File: config.mk
export PLATFORM = sky130hd
export DESIGN_NAME = key_envelope_parser_flat
export DESIGN_NICKNAME = d
export VERILOG_FILES = /design/src/hw/rtl/kep_pkg.sv /design/src/hw/rtl/kep_ifs.sv /design/src/hw/rtl/kep_in_reg.sv /design/src/hw/rtl/kep_core.sv /design/src/hw/rtl/key_envelope_parser.sv /design/src/flat_wrapper.sv
export SDC_FILE = /design/constraint.sdc
export NUM_CORES = 1
export LEC_CHECK = 0
export ABC_AREA = 0
export BUFFER_PORTS_ARGS = -buffer_cell sky130_fd_sc_hd__buf_2
export CORE_AREA = 8 8 150 152
export DETAILED_ROUTE_END_ITERATION = 12
export DIE_AREA = 0 0 158 160
export PLACE_DENSITY_LB_ADDON = 0.08
export RECOVER_POWER = 100
export SLEW_MARGIN = 10
export SYNTH_ARGS = -nofsm -noshare
export SYNTH_HDL_FRONTEND = slang
export SYNTH_SLANG_ARGS = --single-unit
File: constraint.sdc
create_clock -name clk -period 8.6 [get_ports clk]
set_input_delay 0 -clock clk [delete_from_list [all_inputs] [get_ports clk]]
set_output_delay 0 -clock clk [all_outputs]
set_load 0.02 [all_outputs]
File: src/hw/rtl/kep_pkg.sv
// ---------------------------------------------------------------------------
// kep_pkg
// Shared types and constants of the key envelope parser.
// ---------------------------------------------------------------------------
`default_nettype none

package kep_pkg;

  localparam int BYTE_W             = 8;
  localparam int KEY_W              = 4;
  localparam int OFF_W              = 5;
  localparam int LEN_OUT_W          = 32;
  localparam int MAX_VARINT_BYTES_D = 9;
  localparam int LENGTH_BITS_D      = 32;

  localparam logic [BYTE_W-1:0] TYPE_TAG    = 8'h08;
  localparam logic [BYTE_W-1:0] DATA_TAG    = 8'h12;
  localparam logic [KEY_W-1:0]  MAX_KEY_RST = 4'd3;

  typedef enum logic [2:0] {
    PH_TYPE_TAG = 3'd0,
    PH_KEY_TYPE = 3'd1,
    PH_DATA_TAG = 3'd2,
    PH_LENGTH   = 3'd3,
    PH_DATA     = 3'd4
  } kep_phase_t;

  typedef struct packed {
    logic [BYTE_W-1:0] data_byte;
    logic              last_byte;
  } kep_in_item_t;

  typedef struct packed {
    logic                 status;
    logic [KEY_W-1:0]     key_code;
    logic [OFF_W-1:0]     data_offset;
    logic [LEN_OUT_W-1:0] data_length;
  } kep_result_t;

endpackage

`default_nettype wire

File: src/hw/rtl/kep_ifs.sv
// ---------------------------------------------------------------------------
// kep_ifs
// Valid/ready channels of the key envelope parser: byte input, result
// output and configuration write.
// ---------------------------------------------------------------------------
`default_nettype none

interface kep_in_if import kep_pkg::*; ();
  logic              valid;
  logic              ready;
  logic [BYTE_W-1:0] data_byte;
  logic              last_byte;
  modport source (output valid, output data_byte, output last_byte, input ready);
  modport sink   (input valid, input data_byte, input last_byte, output ready);
endinterface

interface kep_out_if import kep_pkg::*; ();
  logic                 valid;
  logic                 ready;
  logic                 status;
  logic [KEY_W-1:0]     key_code;
  logic [OFF_W-1:0]     data_offset;
  logic [LEN_OUT_W-1:0] data_length;
  modport source (output valid, output status, output key_code, output data_offset,
                  output data_length, input ready);
  modport sink   (input valid, input status, input key_code, input data_offset,
                  input data_length, output ready);
endinterface

interface kep_cfg_if import kep_pkg::*; ();
  logic             valid;
  logic             ready;
  logic [KEY_W-1:0] data;
  modport source (output valid, output data, input ready);
  modport sink   (input valid, input data, output ready);
endinterface

`default_nettype wire

File: src/hw/rtl/kep_in_reg.sv
// ---------------------------------------------------------------------------
// kep_in_reg
// Input register: holds one byte request until the parser consumes it.
// ---------------------------------------------------------------------------
`default_nettype none

module kep_in_reg import kep_pkg::*; (
  input  wire logic         clk,
  input  wire logic         rst_n,
  input  wire logic         req_valid,
  input  wire kep_in_item_t req_item,
  output logic              req_ready,
  input  wire logic         advance,
  output logic              held_valid,
  output kep_in_item_t      held_item
);

  logic         vld_r;
  logic         vld_nxt;
  kep_in_item_t item_r;

  assign req_ready  = !vld_r || advance;
  assign held_valid = vld_r;
  assign held_item  = item_r;

  always_comb begin
    vld_nxt = vld_r;
    if (req_ready) begin
      vld_nxt = req_valid;
    end
  end

  always_ff @(posedge clk) begin
    if (!rst_n) begin
      vld_r <= 1'b0;
    end else begin
      vld_r <= vld_nxt;
    end
  end

  always_ff @(posedge clk) begin
    if (req_ready && req_valid) begin
      item_r <= req_item;
    end
  end

endmodule

`default_nettype wire

File: src/hw/rtl/kep_core.sv
// ---------------------------------------------------------------------------
// kep_core
// Parser state and the per-byte update: tag checks, LEB128 accumulation,
// range checks and data byte count. Produces the result of a last byte.
// ---------------------------------------------------------------------------
`default_nettype none

module kep_core import kep_pkg::*; #(
  parameter int MAX_VARINT_BYTES = MAX_VARINT_BYTES_D,
  parameter int LENGTH_BITS      = LENGTH_BITS_D
) (
  input  wire logic             clk,
  input  wire logic             rst_n,
  input  wire logic             step,
  input  wire kep_in_item_t     item,
  input  wire logic [KEY_W-1:0] max_key_type,
  output kep_result_t           result
);

  localparam int LB = LENGTH_BITS;
  localparam int CW = $clog2(MAX_VARINT_BYTES + 1);
  localparam int WW = 7 * MAX_VARINT_BYTES + 1;
  localparam int SW = $clog2(WW);

  kep_phase_t       phase_r, phase_nxt;
  logic [LB-1:0]    acc_r, acc_nxt;
  logic             over_r, over_nxt;
  logic [CW-1:0]    cnt_r, cnt_nxt;
  logic [KEY_W-1:0] key_r, key_nxt;
  logic [LB-1:0]    len_r, len_nxt;
  logic [LB-1:0]    rem_r, rem_nxt;
  logic [OFF_W-1:0] pos_r, pos_nxt;
  logic             err_r, err_nxt;

  logic [6:0]       payload;
  logic [SW-1:0]    shift;
  logic [WW-1:0]    wide;
  logic [LB-1:0]    acc_v;
  logic             over_v;
  logic [CW-1:0]    cnt_v;
  logic             vi_bad;
  logic             vi_done;
  logic             key_big;
  logic             len_zero;
  logic             ok;
  logic [63:0]      len_ext;

  // varint byte datapath
  assign payload  = item.data_byte[6:0];
  assign shift    = SW'(7 * cnt_r);
  assign wide     = WW'(payload) << shift;
  assign acc_v    = acc_r | wide[LB-1:0];
  assign over_v   = over_r | (|wide[WW-1:LB]);
  assign cnt_v    = cnt_r + CW'(1);
  assign vi_done  = !item.data_byte[7];
  // bits above 63, continuation past the byte limit, zero trailing byte
  assign vi_bad   = ((shift == SW'(63)) && (payload > 7'd1)) ||
                    (item.data_byte[7] ? (cnt_v >= CW'(MAX_VARINT_BYTES))
                                       : ((cnt_v > CW'(1)) && (item.data_byte == '0)));
  assign key_big  = over_v || (|acc_v[LB-1:KEY_W]) || (acc_v[KEY_W-1:0] > max_key_type);
  assign len_zero = (acc_v == '0) && !over_v;

  always_comb begin
    phase_nxt = phase_r;
    acc_nxt   = acc_r;
    over_nxt  = over_r;
    cnt_nxt   = cnt_r;
    key_nxt   = key_r;
    len_nxt   = len_r;
    rem_nxt   = rem_r;
    pos_nxt   = pos_r;
    err_nxt   = err_r;

    if (step && !err_r) begin
      unique case (phase_r)
        PH_TYPE_TAG, PH_DATA_TAG: begin
          if (item.data_byte != ((phase_r == PH_TYPE_TAG) ? TYPE_TAG : DATA_TAG)) begin
            err_nxt = 1'b1;
          end else begin
            pos_nxt   = pos_r + OFF_W'(1);
            acc_nxt   = '0;
            over_nxt  = 1'b0;
            cnt_nxt   = '0;
            phase_nxt = (phase_r == PH_TYPE_TAG) ? PH_KEY_TYPE : PH_LENGTH;
          end
        end
        PH_KEY_TYPE, PH_LENGTH: begin
          pos_nxt = pos_r + OFF_W'(1);
          if (vi_bad) begin
            err_nxt = 1'b1;
          end else if (!vi_done) begin
            acc_nxt  = acc_v;
            over_nxt = over_v;
            cnt_nxt  = cnt_v;
          end else if (phase_r == PH_KEY_TYPE) begin
            if (key_big) begin
              err_nxt = 1'b1;
            end else begin
              key_nxt   = acc_v[KEY_W-1:0];
              phase_nxt = PH_DATA_TAG;
            end
          end else begin
            if (len_zero || over_v) begin
              err_nxt = 1'b1;
            end else begin
              len_nxt   = acc_v;
              rem_nxt   = acc_v;
              phase_nxt = PH_DATA;
            end
          end
        end
        PH_DATA: begin
          if (rem_r == '0) begin
            err_nxt = 1'b1;            // extra byte
          end else begin
            rem_nxt = rem_r - LB'(1);
          end
        end
        default: begin
          err_nxt = 1'b1;
        end
      endcase
    end

    ok      = !err_nxt && (phase_nxt == PH_DATA) && (rem_nxt == '0);
    len_ext = 64'(len_nxt);
    result.status      = !ok;
    result.key_code    = ok ? key_nxt : '0;
    result.data_offset = ok ? pos_nxt : '0;
    result.data_length = ok ? len_ext[LEN_OUT_W-1:0] : '0;

    // start over after the last byte
    if (step && item.last_byte) begin
      phase_nxt = PH_TYPE_TAG;
      acc_nxt   = '0;
      over_nxt  = 1'b0;
      cnt_nxt   = '0;
      key_nxt   = '0;
      len_nxt   = '0;
      rem_nxt   = '0;
      pos_nxt   = '0;
      err_nxt   = 1'b0;
    end
  end

  always_ff @(posedge clk) begin
    if (!rst_n) begin
      phase_r <= PH_TYPE_TAG;
      acc_r   <= '0;
      over_r  <= 1'b0;
      cnt_r   <= '0;
      key_r   <= '0;
      len_r   <= '0;
      rem_r   <= '0;
      pos_r   <= '0;
      err_r   <= 1'b0;
    end else begin
      phase_r <= phase_nxt;
      acc_r   <= acc_nxt;
      over_r  <= over_nxt;
      cnt_r   <= cnt_nxt;
      key_r   <= key_nxt;
      len_r   <= len_nxt;
      rem_r   <= rem_nxt;
      pos_r   <= pos_nxt;
      err_r   <= err_nxt;
    end
  end

endmodule

`default_nettype wire

File: src/hw/rtl/key_envelope_parser.sv
// ---------------------------------------------------------------------------
// key_envelope_parser
// Checks a key envelope streamed one byte per request and reports status,
// key type, data offset and data length on the final byte.
// ---------------------------------------------------------------------------
// Throughput: one byte per cycle while no last byte waits; the parser state is registered.
// Result path: an accepted last byte passes through the input register into the parser,
//   and the result register loads when the parser consumes it.
// Only last-byte requests wait on a full result register.
// Reset: synchronous rst_n clears all handshakes and parser state and sets
//   max_key_type to 3.
`default_nettype none

module key_envelope_parser import kep_pkg::*; #(
  parameter int MAX_VARINT_BYTES = MAX_VARINT_BYTES_D,
  parameter int LENGTH_BITS      = LENGTH_BITS_D
) (
  input  wire logic  clk,
  input  wire logic  rst_n,
  kep_in_if.sink     in_ch,
  kep_out_if.source  out_ch,
  kep_cfg_if.sink    cfg_ch
);

  logic             max_key_r;
  logic [KEY_W-1:0] max_key_type_r;
  kep_in_item_t     req_item;
  kep_in_item_t     held_item;
  logic             held_valid;
  logic             advance;
  logic             out_free;
  logic             out_vld_r, out_vld_nxt;
  kep_result_t      core_res;
  kep_result_t      res_r;

  assign max_key_r = 1'b1;
  assign cfg_ch.ready = max_key_r;

  always_ff @(posedge clk) begin
    if (!rst_n) begin
      max_key_type_r <= MAX_KEY_RST;
    end else if (cfg_ch.valid && cfg_ch.ready) begin
      max_key_type_r <= cfg_ch.data;
    end
  end

  assign req_item.data_byte = in_ch.data_byte;
  assign req_item.last_byte = in_ch.last_byte;

  assign out_free = !out_vld_r || out_ch.ready;
  assign advance  = held_valid && (!held_item.last_byte || out_free);

  kep_in_reg u_in_reg (
    .clk        (clk),
    .rst_n      (rst_n),
    .req_valid  (in_ch.valid),
    .req_item   (req_item),
    .req_ready  (in_ch.ready),
    .advance    (advance),
    .held_valid (held_valid),
    .held_item  (held_item)
  );

  kep_core #(
    .MAX_VARINT_BYTES (MAX_VARINT_BYTES),
    .LENGTH_BITS      (LENGTH_BITS)
  ) u_core (
    .clk          (clk),
    .rst_n        (rst_n),
    .step         (advance),
    .item         (held_item),
    .max_key_type (max_key_type_r),
    .result       (core_res)
  );

  always_comb begin
    out_vld_nxt = out_vld_r;
    if (out_ch.ready) begin
      out_vld_nxt = 1'b0;
    end
    if (advance && held_item.last_byte) begin
      out_vld_nxt = 1'b1;
    end
  end

  always_ff @(posedge clk) begin
    if (!rst_n) begin
      out_vld_r <= 1'b0;
    end else begin
      out_vld_r <= out_vld_nxt;
    end
  end

  always_ff @(posedge clk) begin
    if (advance && held_item.last_byte) begin
      res_r <= core_res;
    end
  end

  assign out_ch.valid       = out_vld_r;
  assign out_ch.status      = res_r.status;
  assign out_ch.key_code    = res_r.key_code;
  assign out_ch.data_offset = res_r.data_offset;
  assign out_ch.data_length = res_r.data_length;

  a_last_gives_result: assert property (@(posedge clk) disable iff (!rst_n)
    advance && held_item.last_byte |=> out_vld_r)
    else $error("last byte did not load a result");

  a_error_fields_zero: assert property (@(posedge clk) disable iff (!rst_n)
    out_vld_r && res_r.status |->
      (res_r.key_code == '0) && (res_r.data_offset == '0) && (res_r.data_length == '0))
    else $error("malformed result carries nonzero fields");

  a_good_has_header: assert property (@(posedge clk) disable iff (!rst_n)
    out_vld_r && !res_r.status |-> (res_r.data_offset >= OFF_W'(4)))
    else $error("valid result with short header");

  a_stage_drains: assert property (@(posedge clk) disable iff (!rst_n)
    held_valid && !held_item.last_byte |-> in_ch.ready)
    else $error("non-last byte stalled in input register");

endmodule

`default_nettype wire

File: src/flat_wrapper.sv
// flat-port wrapper written by rule: the top's interface ports become plain ports
module key_envelope_parser_flat import kep_pkg::*;
#(
  parameter int MAX_VARINT_BYTES = MAX_VARINT_BYTES_D,
  parameter int LENGTH_BITS      = LENGTH_BITS_D
)
  (clk, rst_n, in_ch_valid, in_ch_data_byte, in_ch_last_byte, in_ch_ready, out_ch_valid, out_ch_status, out_ch_key_code, out_ch_data_offset, out_ch_data_length, out_ch_ready, cfg_ch_valid, cfg_ch_data, cfg_ch_ready);
  kep_in_if in_ch_i ();
  kep_out_if out_ch_i ();
  kep_cfg_if cfg_ch_i ();
  input  wire logic clk;
  input  wire logic rst_n;
  input wire logic [$bits(in_ch_i.valid)-1:0] in_ch_valid;
  input wire logic [$bits(in_ch_i.data_byte)-1:0] in_ch_data_byte;
  input wire logic [$bits(in_ch_i.last_byte)-1:0] in_ch_last_byte;
  output wire logic [$bits(in_ch_i.ready)-1:0] in_ch_ready;
  output wire logic [$bits(out_ch_i.valid)-1:0] out_ch_valid;
  output wire logic [$bits(out_ch_i.status)-1:0] out_ch_status;
  output wire logic [$bits(out_ch_i.key_code)-1:0] out_ch_key_code;
  output wire logic [$bits(out_ch_i.data_offset)-1:0] out_ch_data_offset;
  output wire logic [$bits(out_ch_i.data_length)-1:0] out_ch_data_length;
  input wire logic [$bits(out_ch_i.ready)-1:0] out_ch_ready;
  input wire logic [$bits(cfg_ch_i.valid)-1:0] cfg_ch_valid;
  input wire logic [$bits(cfg_ch_i.data)-1:0] cfg_ch_data;
  output wire logic [$bits(cfg_ch_i.ready)-1:0] cfg_ch_ready;
  assign in_ch_i.valid = in_ch_valid;
  assign in_ch_i.data_byte = in_ch_data_byte;
  assign in_ch_i.last_byte = in_ch_last_byte;
  assign in_ch_ready = in_ch_i.ready;
  assign out_ch_valid = out_ch_i.valid;
  assign out_ch_status = out_ch_i.status;
  assign out_ch_key_code = out_ch_i.key_code;
  assign out_ch_data_offset = out_ch_i.data_offset;
  assign out_ch_data_length = out_ch_i.data_length;
  assign out_ch_i.ready = out_ch_ready;
  assign cfg_ch_i.valid = cfg_ch_valid;
  assign cfg_ch_i.data = cfg_ch_data;
  assign cfg_ch_ready = cfg_ch_i.ready;
  key_envelope_parser #(.MAX_VARINT_BYTES(MAX_VARINT_BYTES), .LENGTH_BITS(LENGTH_BITS)) u_core (.clk(clk), .rst_n(rst_n), .in_ch(in_ch_i), .out_ch(out_ch_i), .cfg_ch(cfg_ch_i));
endmodule
==> impl_metrics.toml <==
[clocking]
cts_resized = 0
cts_tree = "done"
postCtsSetupRepairBufs = 0
cts_buffer_depth = 2
ctsHoldBuffers = 24
clock_latency_ns = 0.44
clkTransAtPathRegs_ns = 0.08
cts_sinks = 171
cts_made_buffers = 17
root_buffer = "clkbuf_16"
cts_max_level = 4

[sta]
slew_headroom_pct = -178
finalHoldViolations = 1
period_needed_ns = 7.31
setup_violations = 0
finClkSkew_ns = 0.0132
clock.fmax_mhz = 137
setup_ws_ns = 1.29
rsz0062_at_grt = "no"
fin_hold_ws_ns = -0.0178
setup_tns_ns = 0
period_share_pct = 85.0
tightestPinTransition_ns = 4.17
slew_violations = 239

[logic_synthesis]
synth_top_family_by_area = "simple AND/OR/NAND/NOR gates"
synthAdderAreaFrac_pct = 2.78
syn_area_um2 = 10100
synthArstFlopShare_pct = 0
synth_edf_count = 51
synth_compound_area_share_pct = 20.8
syn_inst = 1229
ys_ff_latch = 171
synth_mux_area_share_pct = 3.91
synth-main-ff-cell = "dfxtp_1"
ys_types = 88
synth_nets = 1267
yosysWarnings = 0
avgSynthCellArea_um2 = 8.21
synthXorXnorAreaFrac_pct = 1.04
synthSimpleGateAreaFrac_pct = 27.5
ys_seq_area_share_pct = 39.0

[final_layout]
final_cells = 1548
multi_input_area_um2 = 5670
final-seq-area_um2 = 3930
n_fill_cell = 1989
fin_area_um2 = 11300
insertedDiodeCount = 0
layout-drive-gt1-share_pct = 8.06
area_growth_pct = 12.2
nets = 1303
final_core_util_pct = 56.5

[run_status]
outcome = "finished, violations left"
violations = "hold timing, capacitance limit, slew limit"

[critical_path]
worstSetupStartpointType = "flop"
reg2reg_slack_ns = 1.29
critPathRequiredTime_ns = 8.79
crit_path_max_fanout = 42
end_kind = "flop"
crit_type = "reg -> reg"
worstPathArrival_ns = 7.49

[route]
final_antenna_net_count = 0
drtIter0Drc = 1236
drt-wirelength-per-cell_um = 23.4
via_per_inst = 6.58
drt-total-wl_um = 36300
drc = 0
via_count = 10200
dr.pass1.iters = 6

[placed_design]
place_ws_ns = 1.88
place_congestion = 1.01
placed_cell_area_um2 = 10600
dpl.cell_count = 1492
dp_hpwl_um = 25700
io_buffer_count = 61

[global_route]
grt_max_degree = 87
grt_pass1_wl_um = 56200
grt_overflow = 0
grt_antenna_before_repair = 0
grt.total_usage_pct = 28.5
grt_pass1_vias = 9675

[die]
start_util_pct = 50.3
io_pins = 63
placeableCoreArea_um2 = 20000
die_w_um = 158
fp.dieArea_um2 = 25300
die_h_um = 160
rows = 52

[power]
powerDensity_nw_per_um2 = 152
finalPower_mw = 1.72
p_leak_nw = 3.96
peakVddDrop_uv = 132

[run]
maxCapViolations = 5

[hold_path]
hold_class = "in -> reg"
==> critical path: stages, from the launching register on <==
cell and delay [ns]:
dfxtp_1 0.50, inv_1 0.15, fa_1 0.47, inv_1 0.07, ha_1 0.14, inv_1 0.06, fa_1 0.91, inv_1 0.30
a31oi_1 0.23, a21oi_1 0.13, a2111oi_0 0.39, and4b_1 0.41, a21oi_1 0.11, clkbuf_1 0.49, nor3b_1 0.78, a311oi_1 0.23
a211o_1 0.33, or4_1 0.51, buf_4 0.28, or4b_1 0.55
==> state kept, by name, indices dropped and copies added (netlist names), 5 cells and up <==
| signal | flops |
|---|---|
| u_core.u_core.pos_r | 5 |
| u_core.out_ch.data_offset | 5 |
| u_core.u_core.len_r | 32 |
| u_core.out_ch.data_length | 32 |
| u_core.u_in_reg.held_item | 9 |
| u_core.u_core.acc_r | 32 |
| u_core.u_core.rem_r | 32 |
==> final timing paths <==
| kind | start | endpoint | cells past startpoint |
|---|---|---|---|
| setup / recovery | u_core.u_core.cnt_r[1]$_SDFFE_PP0P_ | u_core.out_ch.status$_DFFE_PP_ | 19 |
| hold / removal | out_ch_ready | u_core.out_ch.valid$_SDFFE_PN0P_ | 4 |
| setup reg to reg | u_core.u_core.cnt_r[1]$_SDFFE_PP0P_ | u_core.out_ch.status$_DFFE_PP_ | 19 |
| hold reg to reg | u_core.u_core.len_r[6]$_SDFF_PP0_ | u_core.u_core.len_r[6]$_SDFF_PP0_ | 2 |
==> Yosys cell counts, types with 23 or more instances <==
master,n,area [um2]
nor2_1,189,709
dfxtp_1,120,2400
a21oi_1,118,591
clkbuf_1,73,274
nand2_1,70,263
nor3_1,68,340
nor4_1,65,407
edfxtp_1,51,1530
or3_1,40,250
o21ai_0,33,165
a31oi_1,32,200
inv_1,28,105
mux2i_1,23,230
==> kinds of logic (layout without fill, tap and decap cells) <==
| group | after synthesis | count (layout) |
|---|---|---|
| simple gates | 549 | 549 |
| compound gates | 319 | 319 |
| flops | 171 | 171 |
| buf+inv | 124 | 173 |
| mux | 33 | 33 |
| fa+ha+maj | 20 | 20 |
| xor+xnor | 12 | 12 |
| other cells | 1 | 1 |
==> where the power goes <==
part / internal, mW / total [mW] / switching (mW) / leakage (nW)
sequential: 0.838 / 0.846 / 0.00872 / 1.43
combinational: 0.0291 / 0.0895 / 0.0604 / 2.24
clock: 0.393 / 0.786 / 0.394 / 0.293
==> area by class of cell <==
class / count / area share (%)
multi-input cells: 934 / 50.1
repair buffers: 111 / 5.89
clock inverters: 15 / 1.50
well taps: 270 / 2.99
inverters: 30 / 0.995
flip-flops and latches: 171 / 34.8
clock buffers: 17 / 3.76
==> routing by layer <==
| metal | global-route usage (%) | share of wire [%] | wire (um) |
|---|---|---|---|
| met5 | 0 | 0 | 0 |
| met4 | 11.6 | 4.3 | 1580 |
| met3 | 6.80 | 9.3 | 3390 |
| met2 | 45.4 | 46 | 16600 |
| met1 | 36.4 | 41 | 14800 |
==> cell usage in the layout (no fill, tap or decap), types with 8 or more instances in the layout <==
cell,n
a31oi_1,32
and2_1,13
buf_4,21
or3_1,40
nand2b_1,11
buf_2,17
ha_1,16
a21o_1,9
nor2_1,188
nor4_1,65
mux2i_1,23
dfxtp_1,120
o211ai_1,8
o22ai_1,9
clkbuf_16,17
nand4_1,12
a211oi_1,18
nand3_1,19
nand2_1,70
inv_1,28
nor2b_1,10
clkbuf_1,49
nor3_1,68
edfxtp_1,51
o21ai_0,36
a21oi_1,118
dlygate4sd3_1,24
and3_1,12
o31ai_1,11
Power figures use the tool's default switching activity.
